<file path="config.mk">
export PLATFORM = sky130hd
export DESIGN_NAME = aligned_pair_distance_unit
export DESIGN_NICKNAME = d
export VERILOG_FILES = /design/src/hw/rtl/apd_pkg.sv /design/src/hw/rtl/apd_divider.sv /design/src/hw/rtl/aligned_pair_distance_unit.sv
export SDC_FILE = /design/constraint.sdc
export NUM_CORES = 1
export LEC_CHECK = 0
export BUFFER_PORTS_ARGS = -buffer_cell sky130_fd_sc_hd__buf_2
export CORE_MARGIN = 2
export CORE_UTILIZATION = 35
export DETAILED_ROUTE_END_ITERATION = 10
export SYNTH_ARGS = -nofsm -noshare
export SYNTH_HDL_FRONTEND = slang
export SYNTH_HIERARCHICAL = 1
export SYNTH_SLANG_ARGS = --single-unit
</file>
<file path="constraint.sdc">
create_clock -name clk -period 8.6 [get_ports clk]
set_clock_uncertainty 0.05 [all_clocks]
set_input_delay 2.58 -clock clk [delete_from_list [all_inputs] [get_ports clk]]
set_output_delay 2.58 -clock clk [all_outputs]
set_load 0.01 [all_outputs]
</file>
<file path="src/hw/rtl/apd_pkg.sv">
package apd_pkg;

    localparam int COUNT_BITS_DEFAULT = 16;

    localparam int CFG_INDEX_BITS = 8;

    // configuration register indexes
    localparam logic [CFG_INDEX_BITS-1:0] CFG_ALPHABET_MODE         = 8'd0;
    localparam logic [CFG_INDEX_BITS-1:0] CFG_INCLUDE_TERMINAL_GAPS = 8'd1;
    localparam logic [CFG_INDEX_BITS-1:0] CFG_PENALIZE_GAP_GAP      = 8'd2;
    localparam logic [CFG_INDEX_BITS-1:0] CFG_PENALIZE_GAP_LETTER   = 8'd3;

    // result status codes
    localparam logic [2:0] STATUS_OK           = 3'd0;
    localparam logic [2:0] STATUS_NO_OVERLAP_1 = 3'd1;
    localparam logic [2:0] STATUS_NO_OVERLAP_U = 3'd2;
    localparam logic [2:0] STATUS_ZERO_LENGTH  = 3'd3;
    localparam logic [2:0] STATUS_OVERFLOW     = 3'd4;

    // symbol codes
    localparam logic [7:0] NT_GAP_DASH = 8'h10;
    localparam logic [7:0] NT_GAP_DOT  = 8'h40;
    localparam logic [7:0] NT_GAP_MASK = 8'h50;
    localparam logic [7:0] AA_DASH     = 8'h2D;
    localparam logic [7:0] AA_DOT      = 8'h2E;
    localparam logic [7:0] AA_X        = 8'h58;
    localparam logic [7:0] AA_PLUS     = 8'h2B;
    localparam logic [7:0] AA_STAR     = 8'h2A;
    localparam logic [7:0] AA_B        = 8'h42;
    localparam logic [7:0] AA_N        = 8'h4E;
    localparam logic [7:0] AA_D        = 8'h44;
    localparam logic [7:0] AA_J        = 8'h4A;
    localparam logic [7:0] AA_I        = 8'h49;
    localparam logic [7:0] AA_L        = 8'h4C;
    localparam logic [7:0] AA_Z        = 8'h5A;
    localparam logic [7:0] AA_Q        = 8'h51;
    localparam logic [7:0] AA_E        = 8'h45;

    localparam logic [16:0] DIST_ONE = 17'h10000;

    typedef enum logic [1:0] {
        CLASS_MATCH,
        CLASS_MISMATCH,
        CLASS_GAP_GAP,
        CLASS_GAP_LETTER
    } class_t;

    typedef struct packed {
        logic [7:0] symbol_a;
        logic [7:0] symbol_b;
        logic       last_column;
    } in_item_t;

    typedef struct packed {
        logic [15:0] mismatch_count;
        logic [15:0] effective_length;
        logic [16:0] distance_q16;
        logic [2:0]  status;
    } out_item_t;

    typedef struct packed {
        logic        start;
        logic [15:0] numerator;
        logic [15:0] denominator;
    } div_request_t;

    typedef struct packed {
        logic        done;
        logic [16:0] quotient;
    } div_result_t;

    function automatic logic is_gap(input logic [7:0] x, input logic amino);
        if (amino)
            return (x == AA_DASH) || (x == AA_DOT);
        return (x & NT_GAP_MASK) != 8'h00;
    endfunction

    function automatic logic aa_pair(input logic [7:0] x, input logic [7:0] y,
                                     input logic [7:0] p, input logic [7:0] q1,
                                     input logic [7:0] q2);
        return (x == p && (y == q1 || y == q2)) || (y == p && (x == q1 || x == q2));
    endfunction

    function automatic logic x_wild(input logic [7:0] x, input logic [7:0] y);
        return (x == AA_X) && !(y == AA_DASH || y == AA_PLUS || y == AA_STAR);
    endfunction

    function automatic class_t classify(input logic [7:0] a, input logic [7:0] b,
                                        input logic amino);
        logic same;
        logic [7:0] both;
        both = a & b;
        if (amino) begin
            same = (a == b) || x_wild(a, b) || x_wild(b, a) ||
                   aa_pair(a, b, AA_B, AA_N, AA_D) ||
                   aa_pair(a, b, AA_J, AA_I, AA_L) ||
                   aa_pair(a, b, AA_Z, AA_Q, AA_E);
            if (!same) begin
                if ((a == AA_DASH && b == AA_DOT) || (a == AA_DOT && b == AA_DASH))
                    return CLASS_GAP_GAP;
                if (is_gap(a, 1'b1) || is_gap(b, 1'b1))
                    return CLASS_GAP_LETTER;
                return CLASS_MISMATCH;
            end
            if ((a == AA_DASH && b == AA_DASH) || (a == AA_DOT && b == AA_DOT))
                return CLASS_GAP_GAP;
            return CLASS_MATCH;
        end
        if (both == 8'h00) begin
            if (((a & NT_GAP_DOT) != 8'h00 && (b & NT_GAP_DASH) != 8'h00) ||
                ((a & NT_GAP_DASH) != 8'h00 && (b & NT_GAP_DOT) != 8'h00))
                return CLASS_GAP_GAP;
            if (((a | b) & NT_GAP_MASK) != 8'h00)
                return CLASS_GAP_LETTER;
            return CLASS_MISMATCH;
        end
        if ((both & NT_GAP_MASK) != 8'h00)
            return CLASS_GAP_GAP;
        return CLASS_MATCH;
    endfunction

endpackage

</file>
<file path="src/hw/rtl/apd_divider.sv">
// Restoring divider: quotient = floor(numerator * 2^16 / denominator).
// Needs numerator <= denominator and denominator != 0; one bit per cycle.
module apd_divider (
    input  logic                  clk,
    input  logic                  rst_n,
    input  apd_pkg::div_request_t req,
    output apd_pkg::div_result_t  res
);

    logic [16:0] rem_reg;
    logic [16:0] rem_next;
    logic [16:0] quo_reg;
    logic [16:0] quo_next;
    logic [4:0]  cnt_reg;
    logic [4:0]  cnt_next;
    logic        busy_reg;
    logic        busy_next;
    logic        done_reg;
    logic        done_next;
    logic [16:0] rem_shift;
    logic        fits;
    logic        top_bit;

    always_comb
    begin
        rem_next  = rem_reg;
        quo_next  = quo_reg;
        cnt_next  = cnt_reg;
        busy_next = busy_reg;
        done_next = 1'b0;
        top_bit   = req.numerator >= req.denominator;
        rem_shift = {rem_reg[15:0], 1'b0};
        fits      = rem_shift >= {1'b0, req.denominator};
        if (req.start)
        begin
            // integer part of the quotient is 0 or 1
            rem_next  = top_bit ? {1'b0, req.numerator - req.denominator}
                                : {1'b0, req.numerator};
            quo_next  = {16'h0000, top_bit};
            cnt_next  = 5'd16;
            busy_next = 1'b1;
        end
        else if (busy_reg)
        begin
            rem_next = fits ? rem_shift - {1'b0, req.denominator} : rem_shift;
            quo_next = {quo_reg[15:0], fits};
            cnt_next = cnt_reg - 5'd1;
            if (cnt_reg == 5'd1)
            begin
                busy_next = 1'b0;
                done_next = 1'b1;
            end
        end
    end

    always_ff @(posedge clk or negedge rst_n)
    begin
        if (!rst_n)
        begin
            busy_reg <= 1'b0;
            done_reg <= 1'b0;
            cnt_reg  <= 5'd0;
        end
        else
        begin
            busy_reg <= busy_next;
            done_reg <= done_next;
            cnt_reg  <= cnt_next;
        end
    end

    always_ff @(posedge clk)
    begin
        rem_reg <= rem_next;
        quo_reg <= quo_next;
    end

    assign res.done     = done_reg;
    assign res.quotient = quo_reg;

endmodule

</file>
<file path="src/hw/rtl/aligned_pair_distance_unit.sv">
// Aligned pair distance unit.
// The in channel takes one alignment column per request (two symbols and a
// last-column mark); columns stream in at one per cycle while in_ready is
// high. The cfg port writes the four 1-bit mode registers; write them only
// between sequences. On the column marked last the block stops taking
// requests, picks the compared region and status in its finish state,
// then, for an ok status, runs the shift-subtract divider to form the Q16
// distance, which passes through the hold state to the output register.
// The result sits in an output register; while the receiver stalls, columns
// of the next sequence are still taken, and the next result waits, with
// requests held off, for the register to free up. Reset clears the stream
// state, the mode registers and the output valid; after each result the
// stream state is cleared and the mode registers keep their values.
module aligned_pair_distance_unit #(
    parameter int COUNT_BITS = apd_pkg::COUNT_BITS_DEFAULT
) (
    input  logic                                clk,
    input  logic                                rst_n,
    input  logic                                in_valid,
    output logic                                in_ready,
    input  apd_pkg::in_item_t                   in_data,
    output logic                                out_valid,
    input  logic                                out_ready,
    output apd_pkg::out_item_t                  out_data,
    input  logic                                cfg_we,
    input  logic [apd_pkg::CFG_INDEX_BITS-1:0]  cfg_index,
    input  logic                                cfg_data
);

    localparam int CW = COUNT_BITS;
    localparam logic [CW-1:0] CNT_MAX = '1;

    typedef enum logic [1:0] {
        ST_RUN,
        ST_FINISH,
        ST_DIV,
        ST_HOLD
    } state_t;

    state_t state_reg;
    state_t state_next;

    logic amino_reg;
    logic itg_reg;
    logic pgg_reg;
    logic pgl_reg;

    logic [CW-1:0] col_reg,    col_next;
    logic          seen_a_reg, seen_a_next;
    logic          seen_b_reg, seen_b_next;
    logic [CW-1:0] cov_reg,    cov_next;
    logic [CW-1:0] mism_reg,   mism_next;
    logic [CW-1:0] drop_reg,   drop_next;
    logic [CW-1:0] sa_cov_reg, sa_cov_next;
    logic [CW-1:0] sa_mis_reg, sa_mis_next;
    logic [CW-1:0] sa_drp_reg, sa_drp_next;
    logic          sa_both_reg, sa_both_next;
    logic [CW-1:0] sb_cov_reg, sb_cov_next;
    logic [CW-1:0] sb_mis_reg, sb_mis_next;
    logic [CW-1:0] sb_drp_reg, sb_drp_next;
    logic          sb_both_reg, sb_both_next;
    logic [CW-1:0] pos_a_reg,  pos_a_next;
    logic [CW-1:0] pos_b_reg,  pos_b_next;
    logic          ovf_reg,    ovf_next;

    logic [15:0] res_mism_reg;
    logic [15:0] res_eff_reg;
    logic [16:0] res_dist_reg;
    logic [2:0]  res_status_reg;

    apd_pkg::out_item_t out_reg;
    logic               out_valid_reg;

    apd_pkg::div_request_t div_req;
    apd_pkg::div_result_t  div_res;

    // column path
    logic            accept;
    logic            let_a;
    logic            let_b;
    logic            seen_a_c;
    logic            seen_b_c;
    logic            count_en;
    apd_pkg::class_t kind;
    logic            inc_mism;
    logic            inc_drop;
    logic [CW-1:0]   cov_c;
    logic [CW-1:0]   mism_c;
    logic [CW-1:0]   drop_c;
    logic            bump_ovf;

    // finish path
    logic          first_a;
    logic [CW-1:0] fe_cov;
    logic [CW-1:0] fe_mis;
    logic [CW-1:0] fe_drp;
    logic          fe_both;
    logic [CW-1:0] use_cov;
    logic [CW-1:0] use_mis;
    logic [CW-1:0] use_drp;
    logic          overlap;
    logic [CW-1:0] eff_w;
    logic [31:0]   eff32;
    logic [31:0]   mis32;
    logic [2:0]    fin_status;
    logic          out_free;

    assign in_ready = (state_reg == ST_RUN);
    assign accept   = in_valid && in_ready;
    assign out_free = !out_valid_reg || out_ready;

    always_comb
    begin
        let_a    = !apd_pkg::is_gap(in_data.symbol_a, amino_reg);
        let_b    = !apd_pkg::is_gap(in_data.symbol_b, amino_reg);
        seen_a_c = seen_a_reg || let_a;
        seen_b_c = seen_b_reg || let_b;
        count_en = itg_reg || (seen_a_c && seen_b_c);
        kind     = apd_pkg::classify(in_data.symbol_a, in_data.symbol_b, amino_reg);
        inc_mism = (kind == apd_pkg::CLASS_MISMATCH) ||
                   (kind == apd_pkg::CLASS_GAP_GAP && pgg_reg) ||
                   (kind == apd_pkg::CLASS_GAP_LETTER && pgl_reg);
        inc_drop = (kind == apd_pkg::CLASS_GAP_GAP && !pgg_reg) ||
                   (kind == apd_pkg::CLASS_GAP_LETTER && !pgl_reg);
        cov_c    = cov_reg;
        mism_c   = mism_reg;
        drop_c   = drop_reg;
        bump_ovf = 1'b0;
        if (count_en)
        begin
            // saturating counters; a full one flags overflow
            if (cov_reg == CNT_MAX)
                bump_ovf = 1'b1;
            else
                cov_c = cov_reg + 1'b1;
            if (inc_mism)
            begin
                if (mism_reg == CNT_MAX)
                    bump_ovf = 1'b1;
                else
                    mism_c = mism_reg + 1'b1;
            end
            if (inc_drop)
            begin
                if (drop_reg == CNT_MAX)
                    bump_ovf = 1'b1;
                else
                    drop_c = drop_reg + 1'b1;
            end
        end
    end

    always_comb
    begin
        first_a = pos_a_reg <= pos_b_reg;
        fe_cov  = first_a ? sa_cov_reg  : sb_cov_reg;
        fe_mis  = first_a ? sa_mis_reg  : sb_mis_reg;
        fe_drp  = first_a ? sa_drp_reg  : sb_drp_reg;
        fe_both = first_a ? sa_both_reg : sb_both_reg;
        use_cov = itg_reg ? cov_reg  : fe_cov;
        use_mis = itg_reg ? mism_reg : fe_mis;
        use_drp = itg_reg ? drop_reg : fe_drp;
        overlap = seen_a_reg && seen_b_reg && fe_both;
        eff_w   = (use_drp > use_cov) ? '0 : use_cov - use_drp;
        eff32   = 32'(eff_w);
        mis32   = 32'(use_mis);
        if (ovf_reg || eff32[31:16] != 16'h0000 || mis32[31:16] != 16'h0000 ||
            use_mis > eff_w)
            fin_status = apd_pkg::STATUS_OVERFLOW;
        else if (!overlap)
            fin_status = itg_reg ? apd_pkg::STATUS_NO_OVERLAP_1
                                 : apd_pkg::STATUS_NO_OVERLAP_U;
        else if (eff_w == '0)
            fin_status = apd_pkg::STATUS_ZERO_LENGTH;
        else
            fin_status = apd_pkg::STATUS_OK;
    end

    always_comb
    begin
        state_next   = state_reg;
        col_next     = col_reg;
        seen_a_next  = seen_a_reg;
        seen_b_next  = seen_b_reg;
        cov_next     = cov_reg;
        mism_next    = mism_reg;
        drop_next    = drop_reg;
        sa_cov_next  = sa_cov_reg;
        sa_mis_next  = sa_mis_reg;
        sa_drp_next  = sa_drp_reg;
        sa_both_next = sa_both_reg;
        sb_cov_next  = sb_cov_reg;
        sb_mis_next  = sb_mis_reg;
        sb_drp_next  = sb_drp_reg;
        sb_both_next = sb_both_reg;
        pos_a_next   = pos_a_reg;
        pos_b_next   = pos_b_reg;
        ovf_next     = ovf_reg;
        case (state_reg)
            ST_RUN:
            begin
                if (accept)
                begin
                    seen_a_next = seen_a_c;
                    seen_b_next = seen_b_c;
                    cov_next    = cov_c;
                    mism_next   = mism_c;
                    drop_next   = drop_c;
                    ovf_next    = ovf_reg || bump_ovf;
                    if (let_a)
                    begin
                        sa_cov_next  = cov_c;
                        sa_mis_next  = mism_c;
                        sa_drp_next  = drop_c;
                        sa_both_next = seen_a_c && seen_b_c;
                        pos_a_next   = col_reg;
                    end
                    if (let_b)
                    begin
                        sb_cov_next  = cov_c;
                        sb_mis_next  = mism_c;
                        sb_drp_next  = drop_c;
                        sb_both_next = seen_a_c && seen_b_c;
                        pos_b_next   = col_reg;
                    end
                    if (in_data.last_column)
                        state_next = ST_FINISH;
                    else if (col_reg == CNT_MAX)
                        ovf_next = 1'b1;
                    else
                        col_next = col_reg + 1'b1;
                end
            end
            ST_FINISH:
            begin
                // result fields are latched this cycle; stream state clears
                col_next     = '0;
                seen_a_next  = 1'b0;
                seen_b_next  = 1'b0;
                cov_next     = '0;
                mism_next    = '0;
                drop_next    = '0;
                sa_cov_next  = '0;
                sa_mis_next  = '0;
                sa_drp_next  = '0;
                sa_both_next = 1'b0;
                sb_cov_next  = '0;
                sb_mis_next  = '0;
                sb_drp_next  = '0;
                sb_both_next = 1'b0;
                pos_a_next   = '0;
                pos_b_next   = '0;
                ovf_next     = 1'b0;
                state_next   = (fin_status == apd_pkg::STATUS_OK) ? ST_DIV : ST_HOLD;
            end
            ST_DIV:
            begin
                if (div_res.done)
                    state_next = ST_HOLD;
            end
            ST_HOLD:
            begin
                if (out_free)
                    state_next = ST_RUN;
            end
            default:
            begin
                state_next = ST_RUN;
            end
        endcase
    end

    assign div_req.start       = (state_reg == ST_FINISH) &&
                                 (fin_status == apd_pkg::STATUS_OK);
    assign div_req.numerator   = (state_reg == ST_FINISH) ? mis32[15:0] : res_mism_reg;
    assign div_req.denominator = (state_reg == ST_FINISH) ? eff32[15:0] : res_eff_reg;

    apd_divider u_div (
        .clk   (clk),
        .rst_n (rst_n),
        .req   (div_req),
        .res   (div_res)
    );

    always_ff @(posedge clk or negedge rst_n)
    begin
        if (!rst_n)
        begin
            state_reg     <= ST_RUN;
            amino_reg     <= 1'b0;
            itg_reg       <= 1'b0;
            pgg_reg       <= 1'b0;
            pgl_reg       <= 1'b0;
            col_reg       <= '0;
            seen_a_reg    <= 1'b0;
            seen_b_reg    <= 1'b0;
            cov_reg       <= '0;
            mism_reg      <= '0;
            drop_reg      <= '0;
            sa_cov_reg    <= '0;
            sa_mis_reg    <= '0;
            sa_drp_reg    <= '0;
            sa_both_reg   <= 1'b0;
            sb_cov_reg    <= '0;
            sb_mis_reg    <= '0;
            sb_drp_reg    <= '0;
            sb_both_reg   <= 1'b0;
            pos_a_reg     <= '0;
            pos_b_reg     <= '0;
            ovf_reg       <= 1'b0;
            out_valid_reg <= 1'b0;
        end
        else
        begin
            state_reg   <= state_next;
            col_reg     <= col_next;
            seen_a_reg  <= seen_a_next;
            seen_b_reg  <= seen_b_next;
            cov_reg     <= cov_next;
            mism_reg    <= mism_next;
            drop_reg    <= drop_next;
            sa_cov_reg  <= sa_cov_next;
            sa_mis_reg  <= sa_mis_next;
            sa_drp_reg  <= sa_drp_next;
            sa_both_reg <= sa_both_next;
            sb_cov_reg  <= sb_cov_next;
            sb_mis_reg  <= sb_mis_next;
            sb_drp_reg  <= sb_drp_next;
            sb_both_reg <= sb_both_next;
            pos_a_reg   <= pos_a_next;
            pos_b_reg   <= pos_b_next;
            ovf_reg     <= ovf_next;
            if (cfg_we)
            begin
                case (cfg_index)
                    apd_pkg::CFG_ALPHABET_MODE:         amino_reg <= cfg_data;
                    apd_pkg::CFG_INCLUDE_TERMINAL_GAPS: itg_reg   <= cfg_data;
                    apd_pkg::CFG_PENALIZE_GAP_GAP:      pgg_reg   <= cfg_data;
                    apd_pkg::CFG_PENALIZE_GAP_LETTER:   pgl_reg   <= cfg_data;
                    default: ;
                endcase
            end
            if (state_reg == ST_HOLD && out_free)
                out_valid_reg <= 1'b1;
            else if (out_ready)
                out_valid_reg <= 1'b0;
        end
    end

    always_ff @(posedge clk)
    begin
        if (state_reg == ST_FINISH)
        begin
            res_status_reg <= fin_status;
            if (fin_status == apd_pkg::STATUS_OK)
            begin
                res_mism_reg <= mis32[15:0];
                res_eff_reg  <= eff32[15:0];
                res_dist_reg <= 17'h00000;
            end
            else
            begin
                res_mism_reg <= 16'h0000;
                res_eff_reg  <= 16'h0000;
                res_dist_reg <= (fin_status == apd_pkg::STATUS_NO_OVERLAP_1)
                                ? apd_pkg::DIST_ONE : 17'h00000;
            end
        end
        else if (state_reg == ST_DIV && div_res.done)
        begin
            res_dist_reg <= div_res.quotient;
        end
        if (state_reg == ST_HOLD && out_free)
        begin
            out_reg.mismatch_count   <= res_mism_reg;
            out_reg.effective_length <= res_eff_reg;
            out_reg.distance_q16     <= res_dist_reg;
            out_reg.status           <= res_status_reg;
        end
    end

    assign out_valid = out_valid_reg;
    assign out_data  = out_reg;

endmodule
</file>
== Word-level counts from Yosys, hierarchy flattened ==
Index checks and enable logic that the tools add are counted.

* Word-level logic and storage cells: 354
* Register bits: 348

* Add/subtract/negate cells: 8
* Bitwise logic cells: 2
* Reduce and logical (&&, ||, !) cells: 87
* Equality and inequality tests: 52
* Magnitude comparators: 5
* Mux-type cells: 163

{| class="wikitable"
|+ Operator list
! kind !! number
|-
| $mux 16 || 43
|-
| $pmux 16 s2 || 12
|-
| $eq 8x7->1 const B || 20
|-
| $mux 17 || 4
|-
| $mux 1 || 67
|-
| $add 16x1->16 const B || 4
|-
| $eq 16x16->1 const B || 4
|-
| $eq 8x6->1 const B || 8
|-
| $mux 2 || 28
|-
| $sub 16x16->16 || 3
|-
| $logic_or 1x1->1 || 33
|-
| $gt 16x16->1 || 2
|-
| $reduce_bool 8->1 || 4
|-
| $logic_and 1x1->1 || 25
|-
| $ge 17x16->1 || 1
|-
| $eq 8x2->1 const B || 2
|-
| $ge 16x16->1 || 1
|-
| $le 16x16->1 || 1
|-
| $logic_not 16->1 || 1
|-
| $logic_not 8->1 || 2
|-
| $mux 5 || 2
|-
| $ne 2x2->1 const B || 5
|-
| $pmux 1 s2 || 5
|-
| $reduce_and 2->1 || 5
|-
| other kinds (18) || 35
|}

== Logic depth before layout (Yosys ltp) ==
* Depth after elaboration: 54
* Gate-level depth with buffers: 38
* Gate-level depth less buffers: 32

== By module ==
Netlist, hierarchy kept.

{| class="wikitable"
|+ By module, submodules not included
! module !! cells an instance !! area each (µm²) !! sequential area each (µm²) !! times used
|-
| aligned_pair_distance_unit || 1,786 || 17,120.2 || 8,227.9 || 1
|-
| apd_divider || 396 || 3,450.8 || 1,006.0 || 1
|}

== Worst setup path after synthesis ==
No wires, ideal clock.

* Kind: register to register
* From: register pos_a_reg[3]
* To: register u_div.quo_reg[0] (enable)
* Library setup time: 0.337 ns
* Cell stages (with the launch flop): 35
* Clock period less this slack: 8.532 ns
* Path slack: 0.068 ns
* Arrival: 8.146 ns
* Path through: dfrtp_1 -> ha_1 -> a21oi_1 -> nor2b_1 -> o31ai_1 -> a21oi_1 -> o31ai_1 -> clkbuf_1 -> clkbuf_1 -> clkbuf_1 -> mux2i_1 -> o21ai_0 -> ha_1 -> inv_1 -> fa_1 -> a21o_1 -> a21oi_1 -> o21ai_0 -> nand2_1 -> o31ai_1 -> clkbuf_1 -> nand2_1 -> ha_1 -> a21o_1 -> a21o_1 -> a2111oi_0 -> nor3_1 -> o21a_1 -> a2111o_1 -> a21boi_0 -> nand2_1 -> clkbuf_1 -> a21oi_1 -> buf_1 -> or2_2

{| class="wikitable"
|+ RTL lines
! element !! line !! text
|-
| from (decl) || aligned_pair_distance_unit.sv:62 || <nowiki>logic [CW-1:0] pos_a_reg, pos_a_next;</nowiki>
|-
| from (signal assigned) || aligned_pair_distance_unit.sv:330 || <nowiki>pos_a_reg <= pos_a_next;</nowiki>
|-
| to (signal assigned) || apd_divider.sv:75 || <nowiki>quo_reg <= quo_next;</nowiki>
|-
| to (decl) || apd_divider.sv:12 || <nowiki>logic [16:0] quo_reg;</nowiki>
|}

==> results.toml <==
[cts]
clkSinkCount = 348
clock_latency_ps = 560
postCtsSetupBuffers = 0
tritoncts = "done"
cts_root_buf = "clkbuf_16"
hold_buffers = 0
numCtsBuffers = 38
cts_max_level = 2
path_clk_slew_ps = 60
cts_resized = 0
cts_buffer_depth = 3

[job]
cap_violations = 0

[timing]
setup_tns_ps = 0
layout_min_cycle_time_ps = 7790
hold_violations = 0
rsz0062_at_grt = "false"
finalCritPeriodShare_pct = 90.6
slew_viol_final = 0
tightest_slew_ps = 1070
relSlewSlack_pct = 27.7
finalSetupViolations = 0
fmax_ghz = 0.128
setup_slack_ps = 807

[final_layout]
diodes = 0
num-nets-final = 2337
largest_register_ffs = 52
area_growth_pct = 11.6
final_cell_mix = "320 x nand2_1, 222 x o21ai_0, 210 x dfrtp_1"
drive_gt1_share_pct = 10.6
stdcell_count = 2996
layout_commonest_cell = "nand2_1"
fillers = 5785

[global_routing]
grt_first_pass_wirelength_um = 88000
grt_usage_pct = 18.0
grt_pass1_vias = 16212
grt_overflow = 0
grt_max_degree = 94
antenna_found_initial = 0

[die]
row_count = 88
dieArea_mm2 = 0.0607
die_y_um = 246
die_x_um = 246
ioPinCount = 85
core-area_mm2 = 0.0579
start_util_pct = 35.5

[logic_synthesis]
synth_cell_types = 93
avgSynthCellArea_um2 = 9.43
ys_seq_area_share_pct = 44.9
synthCells = 2182
ys_warn_count = 6
synth.ff_latch_count = 348
syn_nets = 2316
synth_edf_count = 121
async_flop_share_pct = 60.6
netlist_area_mm2 = 0.0206
ys.flop_type = "dfrtp_1"

[worst_setup_path]
r2r_setup_slack_ps = 810
path_max_fanout = 38
path_class = "reg -> reg"
crit_start = "pos_a_reg[3]"
endpoint = "u_div/rem_reg[13]"
r2r_cells = 31
cp_common_cell = "a21oi_1"
crit_path_start_kind = "flip-flop"
reg2reg_from = "pos_a_reg[3]"
cp_slowest_stage_delay_ps = 430
cp.arrival_ps = 8040
slowest_stage = "a2111oi_0"
rr_endpoint = "u_div/rem_reg[13]"
critPathCaptureType = "flip-flop"
critPathRequiredTime_ps = 8850

[power]
fin_total_pwr_w = 0.00911
pwr_density_cell_mw_per_mm2 = 397
vdd_drop_max_uv = 286
p_leak_nw = 9.36

[placement]
hpwl_um = 38100
routabilityCongestion = 0.891
dp_slack_ps = 541
io_buffers = 84
post-place-cells = 2928

[detailed_routing]
vias_per_cell = 5.56
wirelength_um = 54200
drc = 0
drtIter0Drc = 1189
vias = 16643
wire_per_inst_um = 18.1
ant_nets = 0
drtPass1Iterations = 5

[worst_hold_path]
hold_start = "res_dist_reg[8]"
hold_class = "reg -> reg"

[outcome]
outcome = "finished clean"
[layout make-up]
type | count | area (um^2) | area share, %
clock buffer | 53 | 1090 | 4.74
clock inverter | 15 | 111 | 0.485
inverter | 75 | 282 | 1.23
multi-input combinational | 1627 | 10600 | 46.3
sequential | 348 | 9240 | 40.2
tap | 765 | 957 | 4.17
timing repair buffer | 113 | 661 | 2.88
[cell usage after synthesis (11+ instances only)]
library cell	instances	area share, %
o31ai_1	30	1.1
inv_1	75	1.4
dfrtp_1	211	26
nand2_1	322	5.9
nor2_1	128	2.3
clkbuf_1	110	2.0
and3_1	20	0.61
a21oi_1	91	2.2
a21boi_0	19	0.69
o21ai_0	222	5.4
a31oi_1	12	0.36
a21o_1	24	0.88
xor2_1	33	1.4
nand3_1	51	1.2
nor3_1	46	1.1
o211ai_1	19	0.69
nand4_1	36	1.1
or3_1	11	0.33
mux2_2	22	1.2
dfxtp_1	16	1.6
nor2b_1	33	1.0
nor4_1	25	0.76
nand2b_1	21	0.64
o21a_1	14	0.51
ha_1	100	6.1
mux2i_1	87	4.2
a32o_1	13	0.63
xnor2_1	49	2.1
edfxtp_1	121	18
[worst max-delay path, delay by kind of cell (launching register included)]
kind                     cells  cell delay [ps]
AO/OA/AOI/OAI               18             4340
adder cells (fa/ha/maj)      3              960
buffers and inverters        3              940
AND/OR/NAND/NOR              5              430
multiplexers                 2              390
flip-flops                   1              380
[metal layers]
layer / vias to the layer above / global-route usage [%] / wire length, um
li1: 7983 / - / -
met5: - / 0 / 0
met1: 8054 / 25.5 / 25200
met3: 90 / 2.69 / 3160
met4: 0 / 6.18 / 1630
met2: 516 / 27.9 / 24200
[kinds of logic after synthesis]
| logic type | after synthesis | share of synthesized area, % |
|---|---|---|
| adder cells (fa/ha/maj) | 103 | 6.37 |
| XOR/XNOR | 82 | 3.49 |
| AO/OA/AOI/OAI | 562 | 17.5 |
| multiplexers | 109 | 5.44 |
| flip-flops | 348 | 44.9 |
| buffers and inverters | 207 | 3.97 |
| AND/OR/NAND/NOR | 771 | 18.4 |
[how the worst min path moves through the flow]
stage / cells after the start / slack, ps / endpoint
2_1_floorplan: 0 / 350 / out_data[0]
4_1_cts: 0 / 370 / out_data[3]
5_1_grt: 0 / 380 / out_data[8]
6_report: 0 / 370 / out_data[11]
3_5_place_dp: 0 / 360 / out_data[3]
3_3_place_gp: 0 / 360 / out_data[11]
[report_power, final]
group	total, W	switching (W)	internal [W]
clock	0.00158	0.000666	0.000916
sequential	0.00245	0.000202	0.00225
combinational	0.00508	0.00320	0.00188
[per-stage QoR]
stage / area, um^2 / util, % / hold WS [ps]
2_1_floorplan: 20600 / - / 350
3_3_place_gp: 21700 / 37.5 / 356
3_5_place_dp: 21700 / 37.5 / 355
4_1_cts: 22900 / 39.6 / 369
5_1_grt: 22900 / 39.6 / 378
6_report: 22900 / 39.6 / 368
(Power assumes the default switching activity.)
